$ cat config.mk
export PLATFORM = sky130hd
export DESIGN_NAME = cdq_ram
export DESIGN_NICKNAME = d
export VERILOG_FILES = /design/src/hdl/cdq_pkg.sv /design/src/hdl/cdq_ram.sv
export SDC_FILE = /design/constraint.sdc
export NUM_CORES = 1
export LEC_CHECK = 0
export BUFFER_PORTS_ARGS = -buffer_cell sky130_fd_sc_hd__buf_2
export CAP_MARGIN = 30
export CORE_UTILIZATION = 60
export CTS_BUF_LIST = sky130_fd_sc_hd__clkbuf_16
export DETAILED_ROUTE_END_ITERATION = 16
export GPL_TIMING_DRIVEN = 0
export PLACE_DENSITY = 0.78
export SETUP_SLACK_MARGIN = 0.02
export SYNTH_ARGS = -nofsm -noshare
export SYNTH_HDL_FRONTEND = slang
export SYNTH_SLANG_ARGS = --single-unit
export TNS_END_PERCENT = 10
$ cat constraint.sdc
create_clock -name clk -period 6.2 [get_ports clk]
set_input_delay 0.93 -clock clk [delete_from_list [all_inputs] [get_ports clk]]
set_output_delay 0.93 -clock clk [all_outputs]
set_load 0.005 [all_outputs]
$ cat src/hdl/cdq_pkg.sv
// Shared types and codes for the circular deque.
package cdq_pkg;

  typedef logic [2:0]        action_t;
  typedef logic [1:0]        status_t;
  typedef logic [4:0]        count_t;
  typedef logic signed [31:0] data_t;

  // Action codes
  localparam action_t ACT_PUSH_FRONT = 3'd0;
  localparam action_t ACT_PUSH_REAR  = 3'd1;
  localparam action_t ACT_POP_FRONT  = 3'd2;
  localparam action_t ACT_POP_REAR   = 3'd3;
  localparam action_t ACT_LIST       = 3'd4;

  // Status codes
  localparam status_t ST_OK        = 2'd0;
  localparam status_t ST_OVERFLOW  = 2'd1;
  localparam status_t ST_UNDERFLOW = 2'd2;

  // One result item
  typedef struct packed {
    status_t status;
    data_t   item_value;
    data_t   front_value;
    data_t   rear_value;
    count_t  occupancy;
    logic    is_full;
    logic    is_empty;
    logic    last;
  } result_t;

endpackage

$ cat src/hdl/cdq_ram.sv
// Slot memory: one write port, one read port with registered read data.
module cdq_ram import cdq_pkg::*; #(
  parameter int DEPTH = 16,
  parameter int IW    = 4
) (
  input  logic          clk,
  input  logic          wr_en,
  input  logic [IW-1:0] wr_addr,
  input  data_t         wr_data,
  input  logic          rd_en,
  input  logic [IW-1:0] rd_addr,
  output data_t         rd_data
);

  data_t mem [DEPTH];

  // Write slot
  always_ff @(posedge clk) begin
    if (wr_en) begin
      mem[wr_addr] <= wr_data;
    end
  end

  // Read slot; data holds until the next read
  always_ff @(posedge clk) begin
    if (rd_en) begin
      rd_data <= mem[rd_addr];
    end
  end

endmodule

Word-level counts from Yosys, hierarchy flattened
Memories as Yosys holds them, arrays and structs flattened. A register that Yosys moved wholly into a read port is not among the register bits.
Index checks and enable logic that the tools add are counted.
- add/sub/neg operators: 0
- $mul: 0
- divide/modulo/power cells: 0
- order comparisons: 0
- eq/ne operators: 0
- shift-type cells: 0
- muxes and demuxes: 2
- bitwise logic cells: 0
- reductions and logical operators: 0
- operator list (kind ; count):
    1-bit 2-to-1 mux ; 2
- bits in registers: 0
- latch bits: 0
- memory bits (writable): 512
- ROM bits: 0
- memories kept: 1
- memory list (memory ; words ; bits a word ; read ports ; clocked after Yosys merged registers in ; wr ports ; line ; source):
    mem ; 16 ; 32 ; 1 ; 1 ; 1 ; cdq_ram.sv:15 ; data_t mem [DEPTH];

Logic depth before layout (Yosys ltp)
- depth after elaboration: 2
- gate-level depth with buffers: 5

Least setup slack after synthesis
OpenSTA, ideal clock, no wires.
- kind: input -> register
- from: input wr_addr[2]
- to: memory mem[0][0] (netlist bit) (enable)
- library setup time: 0.461 ns
- arrival time: 3.648 ns
- path slack: 2.090 ns
- cell stages on the path: 2
- buffers on the path: 0
- cells stage by stage: or3b_2 -> nor3_1
- RTL lines (element ; line ; source):
    from (decl) ; cdq_ram.sv:8 ; input logic [IW-1:0] wr_addr,
    to (decl) ; cdq_ram.sv:15 ;
Straight into the memory's write port.

Worst setup path after layout
- from: input wr_addr[2]
- to: memory mem[0][31] (netlist bit) (enable)
Straight into the memory's write port.

==> results_dict.tcl <==
set metrics [dict create \
    status "completed" \
    fin_skew_ns 0.0118 \
    worst-path-max-fanout 9 \
    worstPathArrival_ns 2.91 \
    seq_area_frac_synth_pct 81.0 \
    setup_violations 0 \
    track_usage_pct 26.7 \
    synth-async-reset-ratio_pct 0 \
    cts_buffer_depth 3 \
    min_period_ns 2.65 \
    post-synth-top-count-cell "edfxtp_1" \
    synth.area.top_cells "edfxtp_1, mux4_2, a22oi_1" \
    synth_area_per_cell_um2 24.1 \
    finalWorstSetupSlack_ns 3.55 \
    crit_type "primary input to flip-flop" \
    place_area_mm2 0.0216 \
    rsz0062_at_grt "false" \
    fp.dieH_um 185 \
    coreArea_mm2 0.0328 \
    synth_top_cell_area_share_pct 81.0 \
    tritoncts "yes" \
    final-max-slew-violation-count 0 \
    clk_pin_slew_worst_paths_ns 0.06 \
    hp-class "primary input to flip-flop" \
    num-fill-cells 1822 \
    viasPerCell 6.47 \
    period_share_pct 42.8 \
    pre_cts_ws_ns 2.96 \
    cts_made_buffers 51 \
    power.density_mw_per_mm2 326 \
    syn_area_mm2 0.0202 \
    clock_latency_ns 0.56 \
    min_path_cells 1 \
    drt-initial-drc-count 1138 \
    ctsRootBufferMaster "clkbuf_16" \
    htreeDepth 2 \
    switchingPower_mw 1.52 \
    synthCells 838 \
    grt_antenna_before_repair 2 \
    cap_violations 0 \
    crit_required_ns 6.45 \
    finalSetupTns_ns 0 \
    syn_to_final_growth_pct 15.4 \
    ioPinCount 75 \
    yosys-top-cells-count "edfxtp_1, mux4_2, a22oi_1" \
    die_area_mm2 0.0344 \
    p_int_mw 6.08 \
    drive_gt1_share_pct 31.7 \
    swShare_pct 20.0 \
    critPathLaunch "wr_addr[2]" \
    cts_sinks 544 \
    routed_wl_um 43700 \
    syn_nets 881 \
    num_vias 9528 \
    clockPowerShare_pct 40.2 \
    ys.flop_type "edfxtp_1" \
    rr_startpoint "mem[3][26]" \
    fmax_mhz 377 \
    hpwl_um 26000 \
    whs_endpoint "mem[9][13]" \
    row_count 66 \
    fin_nets 1031 \
    power_frac_seq_pct 54.8 \
    whs_ns 0.746 \
    worst-r2r-cell-count 3 \
    first_global_vias 9796 \
    yosysWarnings 0 \
    power_mw 7.60 \
    ys_seq_elements 544 \
    initial_core_util_pct 61.5 \
    power_leakage_nw 7.52 \
    p_comb_share_pct 5.0 \
    rrSetupSlack_ns 4.64 \
    grt_overflow 0 \
    yosysTopAreaCell "edfxtp_1" \
    startpoint_type "primary input" \
    tightest_slew_ns 1.01 \
    ctsHoldBuffers 0 \
    synth_edf_count 544 \
    routedWlPerCell_um 29.7 \
    r2r-end "rd_data[26]" \
    die_x_um 185 \
    drc 0 \
    postCtsSetupBuffers 0 \
    yosysUniqueCellTypes 17 \
    hold_viol 0 \
    grt_max_degree 33 \
    ctsResizeCount 0 \
    cp-end-kind "flip-flop" \
    drtPass1Iterations 5 \
    grt_first_pass_wirelength_um 63500 \
    slew_headroom_pct 32.4 \
    place_congestion 0.721 \
    port_buffers 72 \
    worstHoldStart "wr_data[13]" \
    peakVddDrop_uv 202 \
    design_area_mm2 0.0233 \
    postRouteAntennaNets 0 \
]
## cells in the final DEF (no fill, tap or decap)
master     netlist  routed
a22oi_1         64      64
and2_1           1       1
buf_1            9       9
buf_12           0       7
buf_16           0       5
buf_2            4      76
buf_4           11      11
buf_6            2      13
buf_8            0       2
bufinv_16        0       6
clkbuf_1        17      17
clkbuf_16        0      53
clkinv_1         0      13
clkinv_2         0       8
diode_2          0       1
edfxtp_1       544     544
inv_1            0      14
mux4_2         128     128
nand2_1         33      33
nand2b_1         2       2
nand3_1          1       1
nand3b_1         2       2
nor2_1          13       1
nor2_4           0      12
nor2b_1          2       2
nor3_2           0       4
or3b_2           1       1
## logic make-up (layout without fill, tap and decap cells)
group	after synthesis	count (layout)	synth area share [%]
compound gates	64	64	2.38
buf+inv	43	234	1.10
flops	544	544	81.0
mux	128	128	14.3
other cells	0	1	0
simple gates	59	59	1.25
## power by group through the flow
| stage | sequential [mW] | clock (mW) | combinational (mW) |
|---|---|---|---|
| 4_1_cts | 4.17 | 3.08 | 0.379 |
| 6_report | 4.16 | 3.06 | 0.377 |
| 3_3_place_gp | 4.24 | 0 | 0.346 |
| 5_1_grt | 4.17 | 3.22 | 0.401 |
| 2_1_floorplan | 4.24 | 0 | 0.198 |
| 3_5_place_dp | 4.24 | 0 | 0.375 |
## sequential cells by signal (all words and copies together), names as in the netlist
register,flops
rd_data,32
mem,512
## how the worst max path moves through the flow
stage | end | slack [ns]
3_5_place_dp | mem[0][5] | 2.96
5_1_grt | mem[0][7] | 3.51
4_1_cts | mem[0][31] | 3.55
6_report | mem[0][31] | 3.55
3_3_place_gp | mem[0][1] | -0.50
2_1_floorplan | mem[0][0] | 2.09
## final cells by class
type                    count  area [um^2]  area share [%]
clock inverters            41          322            1.38
repair buffers             97          792            3.40
plain buffers              43          223           0.957
multi-input cells         251         3730            16.0
clock buffers              53         1330            5.70
well taps                 442          553            2.38
diodes                      1         2.50          0.0107
flip-flops and latches    544        16300            70.2
## layer usage
metal | global-route usage (%) | up-vias | share of wire, % | wire (um)
met5 | 0 | - | 0.055 | 24
met4 | 9.59 | 4 | 3.1 | 1360
met3 | 4.11 | 83 | 9.1 | 3980
met2 | 43.6 | 534 | 50 | 21600
met1 | 37.1 | 5003 | 38 | 16700
li1 | - | 3904 | - | -
## metrics by stage
stage / std cells / util, %
floorplan: 838 / -
finish: 1472 / 71.0
global route: 1471 / 71.0
global placement: 1352 / 64.3
detailed placement: 1377 / 66.0
CTS: 1471 / 71.0
## worst max-delay path: stages
cell and delay, ns:
buf_2 0.11, or3b_2 0.58, nor3_2 0.80, buf_6 0.28, buf_6 0.19
Note: power is estimated with default switching activity, not from simulation.
