## config.mk

```make
export PLATFORM = sky130hd
export DESIGN_NAME = cdq_ctrl
export DESIGN_NICKNAME = d
export VERILOG_FILES = /design/src/hdl/cdq_pkg.sv /design/src/hdl/cdq_ctrl.sv
export SDC_FILE = /design/constraint.sdc
export NUM_CORES = 1
export LEC_CHECK = 0
export BUFFER_PORTS_ARGS = -buffer_cell sky130_fd_sc_hd__buf_2
export CAP_MARGIN = 20
export CORE_MARGIN = 5
export CORE_UTILIZATION = 50
export DETAILED_ROUTE_END_ITERATION = 7
export MAX_ROUTING_LAYER = met4
export PLACE_DENSITY_LB_ADDON = 0.08
export SETUP_SLACK_MARGIN = 0.4
export SLEW_MARGIN = 20
export SYNTH_ARGS = -nofsm -noshare
export SYNTH_HDL_FRONTEND = slang
export SYNTH_SLANG_ARGS = --single-unit
```

## constraint.sdc

```tcl
create_clock -name clk -period 3.23 [get_ports clk]
set_input_delay 0.1615 -clock clk [delete_from_list [all_inputs] [get_ports clk]]
set_output_delay 0.1615 -clock clk [all_outputs]
set_load 0.005 [all_outputs]
```

## src/hdl/cdq_pkg.sv

```systemverilog
// Shared types and codes for the circular deque.
package cdq_pkg;

  typedef logic [2:0]        action_t;
  typedef logic [1:0]        status_t;
  typedef logic [4:0]        count_t;
  typedef logic signed [31:0] data_t;

  // Action codes
  localparam action_t ACT_PUSH_FRONT = 3'd0;
  localparam action_t ACT_PUSH_REAR  = 3'd1;
  localparam action_t ACT_POP_FRONT  = 3'd2;
  localparam action_t ACT_POP_REAR   = 3'd3;
  localparam action_t ACT_LIST       = 3'd4;

  // Status codes
  localparam status_t ST_OK        = 2'd0;
  localparam status_t ST_OVERFLOW  = 2'd1;
  localparam status_t ST_UNDERFLOW = 2'd2;

  // One result item
  typedef struct packed {
    status_t status;
    data_t   item_value;
    data_t   front_value;
    data_t   rear_value;
    count_t  occupancy;
    logic    is_full;
    logic    is_empty;
    logic    last;
  } result_t;

endpackage

```

## src/hdl/cdq_ctrl.sv

```systemverilog
// Deque sequencer: pointers, count, cached end values and the list walk.
module cdq_ctrl import cdq_pkg::*; #(
  parameter int DEPTH = 16,
  parameter int IW    = 4
) (
  input  logic          clk,
  input  logic          rst,
  input  logic          in_valid,
  output logic          in_ready,
  input  action_t       in_action,
  input  data_t         in_push_value,
  input  logic          out_free,
  output logic          res_load,
  output result_t       res,
  input  logic          cfg_write_en,
  input  count_t        cfg_write_data,
  output logic          wr_en,
  output logic [IW-1:0] wr_addr,
  output data_t         wr_data,
  output logic          rd_en,
  output logic [IW-1:0] rd_addr,
  input  data_t         rd_data
);

  localparam int CMPW      = (IW + 1 > 5) ? IW + 1 : 5;
  localparam int CAP_RESET = (DEPTH < 16) ? DEPTH : 16;

  localparam logic [1:0] S_IDLE = 2'd0;
  localparam logic [1:0] S_POP  = 2'd1;
  localparam logic [1:0] S_LIST = 2'd2;

  logic [1:0]    state, state_next;
  logic [IW-1:0] head, head_next;
  logic [IW-1:0] tail, tail_next;
  logic [IW-1:0] walk, walk_next;
  count_t        count, count_next;
  count_t        cap, cap_next;
  count_t        remain, remain_next;
  data_t         front_val, front_next;
  data_t         rear_val, rear_next;
  logic          pop_front, pop_front_next;
  logic          accept;
  status_t       res_status;
  data_t         res_item;
  logic          res_last;

  function automatic logic [IW-1:0] ring_next(input logic [IW-1:0] i, input count_t c);
    logic [CMPW-1:0] inc;
    inc = CMPW'(i) + CMPW'(1);
    return (inc >= CMPW'(c)) ? '0 : IW'(inc);
  endfunction

  function automatic logic [IW-1:0] ring_prev(input logic [IW-1:0] i, input count_t c);
    count_t top;
    top = c - 5'd1;
    return (i == '0) ? IW'(top) : i - IW'(1);
  endfunction

  function automatic count_t sat_cap(input count_t v);
    count_t r;
    r = v;
    if (v == 5'd0) begin
      r = 5'd1;
    end else if (CMPW'(v) > CMPW'(DEPTH)) begin
      r = 5'(DEPTH);
    end
    return r;
  endfunction

  assign in_ready = (state == S_IDLE) && out_free;
  assign accept   = in_valid && in_ready;

  // Sequence actions
  always_comb begin
    state_next     = state;
    head_next      = head;
    tail_next      = tail;
    walk_next      = walk;
    count_next     = count;
    cap_next       = cap;
    remain_next    = remain;
    front_next     = front_val;
    rear_next      = rear_val;
    pop_front_next = pop_front;
    res_load       = 1'b0;
    res_status     = ST_OK;
    res_item       = '0;
    res_last       = 1'b1;
    wr_en          = 1'b0;
    wr_addr        = '0;
    wr_data        = in_push_value;
    rd_en          = 1'b0;
    rd_addr        = '0;

    case (state)
      S_IDLE: begin
        if (accept) begin
          case (in_action)
            ACT_PUSH_FRONT, ACT_PUSH_REAR: begin
              res_load = 1'b1;
              if (count >= cap) begin
                res_status = ST_OVERFLOW;
              end else begin
                wr_en      = 1'b1;
                count_next = count + 5'd1;
                if (count == 5'd0) begin
                  head_next  = '0;
                  tail_next  = '0;
                  wr_addr    = '0;
                  front_next = in_push_value;
                  rear_next  = in_push_value;
                end else if (in_action == ACT_PUSH_FRONT) begin
                  head_next  = ring_prev(head, cap);
                  wr_addr    = head_next;
                  front_next = in_push_value;
                end else begin
                  tail_next = ring_next(tail, cap);
                  wr_addr   = tail_next;
                  rear_next = in_push_value;
                end
              end
            end
            ACT_POP_FRONT, ACT_POP_REAR: begin
              if (count == 5'd0) begin
                res_load   = 1'b1;
                res_status = ST_UNDERFLOW;
              end else if (count == 5'd1) begin
                res_load   = 1'b1;
                count_next = 5'd0;
              end else begin
                // Move the pointer and fetch the new end element
                count_next     = count - 5'd1;
                rd_en          = 1'b1;
                pop_front_next = (in_action == ACT_POP_FRONT);
                state_next     = S_POP;
                if (in_action == ACT_POP_FRONT) begin
                  head_next = ring_next(head, cap);
                  rd_addr   = head_next;
                end else begin
                  tail_next = ring_prev(tail, cap);
                  rd_addr   = tail_next;
                end
              end
            end
            ACT_LIST: begin
              if (count == 5'd0) begin
                res_load   = 1'b1;
                res_status = ST_UNDERFLOW;
              end else begin
                rd_en       = 1'b1;
                rd_addr     = head;
                walk_next   = head;
                remain_next = count;
                state_next  = S_LIST;
              end
            end
            default: begin
              res_load = 1'b1;
            end
          endcase
        end else if (cfg_write_en && count == 5'd0) begin
          cap_next  = sat_cap(cfg_write_data);
          head_next = '0;
          tail_next = '0;
        end
      end
      S_POP: begin
        if (out_free) begin
          res_load   = 1'b1;
          state_next = S_IDLE;
          if (pop_front) begin
            front_next = rd_data;
          end else begin
            rear_next = rd_data;
          end
        end
      end
      S_LIST: begin
        if (out_free) begin
          res_load = 1'b1;
          res_item = rd_data;
          res_last = (remain == 5'd1);
          if (remain == 5'd1) begin
            state_next = S_IDLE;
          end else begin
            walk_next   = ring_next(walk, cap);
            remain_next = remain - 5'd1;
            rd_en       = 1'b1;
            rd_addr     = walk_next;
          end
        end
      end
      default: begin
        state_next = S_IDLE;
      end
    endcase
  end

  // Build the result from the state after the action
  always_comb begin
    res.status      = res_status;
    res.item_value  = res_item;
    res.front_value = (count_next == 5'd0) ? '0 : front_next;
    res.rear_value  = (count_next == 5'd0) ? '0 : rear_next;
    res.occupancy   = count_next;
    res.is_full     = (count_next == cap_next);
    res.is_empty    = (count_next == 5'd0);
    res.last        = res_last;
  end

  // Control state
  always_ff @(posedge clk) begin
    if (rst) begin
      state <= S_IDLE;
      head  <= '0;
      tail  <= '0;
      count <= '0;
      cap   <= 5'(CAP_RESET);
    end else begin
      state <= state_next;
      head  <= head_next;
      tail  <= tail_next;
      count <= count_next;
      cap   <= cap_next;
    end
  end

  // Payload and walk registers
  always_ff @(posedge clk) begin
    walk      <= walk_next;
    remain    <= remain_next;
    front_val <= front_next;
    rear_val  <= rear_next;
    pop_front <= pop_front_next;
  end

  a_count_in_cap: assert property (@(posedge clk) disable iff (rst)
    count <= cap)
    else $error("held count above capacity");

  a_load_needs_room: assert property (@(posedge clk) disable iff (rst)
    res_load |-> out_free)
    else $error("result loaded into a busy output register");

  a_list_nonempty: assert property (@(posedge clk) disable iff (rst)
    (state == S_LIST) |-> (remain != 5'd0 && count != 5'd0))
    else $error("list walk with nothing left");

  a_last_ends_item: assert property (@(posedge clk) disable iff (rst)
    (res_load && res.last) |=> (state == S_IDLE))
    else $error("sequencer busy after final result");

  a_no_write_on_read: assert property (@(posedge clk) disable iff (rst)
    (state != S_IDLE) |-> !wr_en)
    else $error("slot write during a fetch");

endmodule

```

# --- Word-level counts from Yosys, hierarchy flattened ---
# Cells that the tools add are included.
op_classes:
  addsub: 9
  magnitude_cmp: 5
  n_eq_ne: 28
  mux: 115
  bitwise_logic: 2
  n_reduce_logical: 21
op_table:
  columns: ["cell", "count"]
  rows:
  - ["32-bit 2-to-1 mux", 18]
  - ["4-bit 2-to-1 mux", 38]
  - ["32-bit case mux with 2 select lines", 2]
  - ["5-bit 2-to-1 mux", 15]
  - ["4-bit case mux with 2 select lines", 5]
  - ["3-bit inequality test, second input constant", 8]
  - ["8-bit AND reduction", 3]
  - ["5-bit greater-or-equal comparator", 4]
  - ["2-bit 2-to-1 mux", 10]
  - ["5-bit case mux with 2 select lines", 2]
  - ["1-bit 2-to-1 mux", 18]
  - ["4-bit by 1-bit adder with 5-bit output, second input constant", 3]
  - ["5-bit logical NOT", 3]
  - ["2-bit inequality test, second input constant", 6]
  - ["4-bit by 1-bit subtractor with 4-bit output, second input constant", 3]
  - ["5-bit by 1-bit == test with 1-bit output, second input constant", 2]
  - ["5-bit by 1-bit subtractor with 5-bit output, second input constant", 2]
  - ["4-bit logical NOT", 2]
  - ["4-bit inequality test, second input constant", 2]
  - ["1-bit case mux with 2 select lines", 4]
  - ["2-bit case mux with 2 select lines", 2]
  - ["3-bit by 2-bit == test with 1-bit output, second input constant", 2]
  - ["3-bit by 1-bit inequality test with 1-bit output, second input constant", 2]
  - ["2-bit case mux with 3 select lines", 1]
  - ["17 further kinds", 23]
totals:
  regBits: 94
  inputBits: 77
  out_inout_bits: 150
  word_cells: 190

# --- Logic depth before layout (Yosys ltp) ---
depth:
  depth_word: 9
  ltp_mapped: 12
  depth_no_buf: 10

# --- Least setup slack after synthesis ---
# Ideal clock, no wire load.
synth_path:
  kind: "register to output"
  startpoint: "register count[0]"
  endpoint: "output res[8] (netlist name)"
  arrival_time_ps: 2755
  required_ps: 3069
  slack_ps: 313
  stages_incl_launch_ff: 11
  path_buffers: 1
  cell_sequence: "dfxtp_1 -> inv_1 -> ha_1 -> nand2b_1 -> a31oi_1 -> o21ai_1 -> a21oi_1 -> buf_2 -> mux2_2 -> a222oi_1 -> nor2_1"
synth_rtl:
  columns: ["element", "line", "text"]
  rows:
  - ["from (decl)", "cdq_ctrl.sv:36", "count_t count, count_next;"]
  - ["from (signal assigned)", "cdq_ctrl.sv:223", "count <= count_next;"]
  - ["to (decl)", "cdq_ctrl.sv:14", "output result_t res,"]

==> flow_metrics.tcl <==
set metrics [dict create \
    outcome "complete, but fails checks" \
    failed_checks "negative setup slack" \
    finish.utilization 0.740 \
    max_slew_margin 0.570 \
    rows 42 \
    grt_usage 0.285 \
    synth_top_family_by_area "compound AO/OA/AOI/OAI gates" \
    ff_latch_area_um2 2010 \
    start_kind "flop" \
    routabilityCongestion 0.926 \
    yosysWarnings 0 \
    rrSetupSlack_ns 0.09 \
    die-area_um2 16100 \
    drt_iter0_drc 790 \
    cts_tree "yes" \
    grt_pass1_wl_um 36200 \
    num_antenna_cells 0 \
    numCtsBuffers 9 \
    worstPathMaxFanout 8 \
    multi_input_area_um2 4540 \
    crit_arrival_ns 3.13 \
    ys_seq_area_frac 0.290 \
    cts_buffer_depth 2 \
    insertion_delay_ns 0.35 \
    synth.distinct_cells 65 \
    nFillCells 1047 \
    clock-sinks 94 \
    htreeDepth 3 \
    met2_usage 0.451 \
    synth_edf_count 10 \
    path_clk_slew_ns 0.07 \
    finalHoldViolations 0 \
    ant_nets 0 \
    slew_violations 0 \
    fin_skew_ns 0.0111 \
    dpl.cell_count 1165 \
    layout.nets 1190 \
    required_ns 3.07 \
    io-pin-count 227 \
    synth_ff_type "dfxtp_1" \
    via_per_inst 5.98 \
    grt_setup_unrepaired "true" \
    met1_usage 0.383 \
    synth_fa_ha_area_frac 0.0642 \
    synth_cells 815 \
    initial_core_util 0.513 \
    netlist_area_um2 6820 \
    drive_gt1_frac 0.500 \
    synth-xor-area-share 0.0205 \
    die_w_um 127 \
    holdBufCountCts 0 \
    io_buffers 226 \
    synth_compound_area_frac 0.205 \
    synth_fp_nets 927 \
    vdd_drop_max_mv 0.396 \
    drt-total-wl_um 24900 \
    worstSetupEndpointType "primary output" \
    postLayoutSetupSlackWorst_ns -0.0574 \
    maxCapViolations 0 \
    synth-seq-cells 94 \
    met3_usage 0.0374 \
    die_h_um 127 \
    overflow 0 \
    clock-root-buffer "clkbuf_16" \
    max_freq_mhz 304 \
    fin_cells 1259 \
    p_leak_uw 0.00501 \
    avgSynthCellArea_um2 8.37 \
    dpl_worst_slack_ns 0.211 \
    wl_per_cell_um 19.8 \
    grt.busiest_layer "met2" \
    fin_crit_sh 1.02 \
    grt_pass1_vias 6769 \
    grt_start_max_net_pins 67 \
    setup_viol 1 \
    critPathKind "flop to primary output" \
    hpwl_um 15300 \
    syn2layout_area_growth_pct 44.2 \
    worst_pin_slew_ns 0.640 \
    vias 7532 \
    synthSimpleGateAreaFrac 0.175 \
    antenna_found_initial 0 \
    core_area_um2 13300 \
    dr.pass1.iters 7 \
    drc_errors 0 \
    fin_crit_ns 3.29 \
    min_path_type "input port to flop" \
    powerDensity_nw_per_um2 525 \
    async_flop_share 0 \
    synthMuxAreaShare 0.118 \
]
synth_stat cells, drive strengths merged, types with 4 or more instances:
library cell	number	share of area
nor2b	5	0.0046
edfxtp	10	0.044
nor3	18	0.013
nor2	109	0.060
and3	41	0.038
o22ai	5	0.0046
a21oi	27	0.020
o2bb2ai	5	0.0064
ha	35	0.064
clkbuf	35	0.019
buf	54	0.056
o211ai	4	0.0044
mux2i	6	0.0088
xnor2	9	0.012
dfxtp	84	0.25
xor2	7	0.0090
inv	93	0.051
nand3	11	0.0081
a32oi	4	0.0051
a21o	7	0.0077
or3	5	0.0053
a222oi	64	0.094
mux2	66	0.11
nand2b	12	0.011
a211oi	5	0.0073
nand2	28	0.015
o21ai	17	0.013
a22oi	7	0.0077
per-layer routing:
metal  wire length (µm)  vias up  share of wire
met2              11900      417           0.48
li1                   -     3470              -
met4                586        0          0.024
met3               2090       52          0.084
met1              10300     3593           0.41
met5                  0        -              0
cell type report:
cell class / instances / area share
inverters: 93 / 0.0362
repair buffers: 341 / 0.246
flip-flops and latches: 94 / 0.204
clock buffers: 12 / 0.0261
multi-input cells: 539 / 0.462
well taps: 176 / 0.0224
clock inverters: 4 / 0.00293
registers in the layout, summed over array words and instances, names as in the netlist:
signal	cells
count	5
front_val	32
head	4
cap	5
pop_front	1
state	2
walk	4
tail	4
rear_val	32
remain	5
path summary, 6_finish.rpt:
check,start,end,depth (start not counted)
max,count[3]$_SDFF_PP0_,res[32],12
min,rd_data[15],rear_val[15]$_DFF_P_,3
max reg2reg,count[3]$_SDFF_PP0_,rear_val[16]$_DFF_P_,16
min reg2reg,rear_val[13]$_DFF_P_,rear_val[13]$_DFF_P_,2
layout by cell type (no fill, tap or decap), types with 5 or more instances in the layout:
| cell | n |
|---|---|
| mux2_1 | 9 |
| nor3_1 | 15 |
| xnor2_1 | 8 |
| a21o_1 | 7 |
| nor2_4 | 28 |
| ha_1 | 26 |
| nand3_1 | 11 |
| mux2i_1 | 5 |
| mux2_2 | 53 |
| edfxtp_1 | 10 |
| xor2_1 | 6 |
| dfxtp_2 | 11 |
| o21ai_0 | 11 |
| and3_1 | 41 |
| nand2b_1 | 11 |
| buf_12 | 7 |
| a22oi_1 | 7 |
| ha_4 | 7 |
| buf_6 | 33 |
| inv_1 | 83 |
| buf_16 | 8 |
| buf_4 | 73 |
| nand2_1 | 27 |
| nor2b_1 | 5 |
| a222oi_1 | 64 |
| inv_2 | 8 |
| nor2_1 | 48 |
| nor2_2 | 33 |
| clkbuf_16 | 11 |
| a21oi_1 | 23 |
| o22ai_1 | 5 |
| buf_2 | 218 |
| o2bb2ai_1 | 5 |
| dfxtp_1 | 69 |
repair_timing:
item,CTS,global route
cloned,8,2
setup buffers,40,28
pin swaps,14,39
setup endpoints to repair,75,76
resized for setup,54,147
per-stage QoR:
stage	total power, µW	setup TNS [ns]	area (µm²)	hold WS [ns]
2_1_floorplan	2920	0	6830	0.322
3_3_place_gp	3290	0	8020	0.446
3_5_place_dp	3340	0	8020	0.448
4_1_cts	4620	0	9030	0.0785
5_1_grt	5460	-3.28	9840	0.101
6_report	5170	-0.0574	9840	0.0917
worst max-delay path, stage by stage, from the launching register on:
cell       delay [ns]
dfxtp_4          0.36
buf_6            0.11
buf_4            0.15
or4b_4           0.50
buf_6            0.15
a21oi_4          0.18
buf_12           0.15
clkbuf_16        0.16
mux2_2           0.34
a222oi_1         0.31
buf_4            0.20
nor2_4           0.03
buf_2            0.11
where the power goes:
part	leakage [µW]	switching [µW]	internal, µW	total, µW
Combinational	0.00407	1100	1190	2280
Sequential	0.000800	221	1620	1840
Clock	0.000143	481	569	1050
logic make-up after synthesis:
kind of cell             Yosys count
AO/OA/AOI/OAI                    172
XOR/XNOR                          16
adder cells (fa/ha/maj)           35
buffers and inverters            182
flip-flops                        94
multiplexers                      72
AND/OR/NAND/NOR                  244
Note: power is estimated with default switching activity, not from simulation.
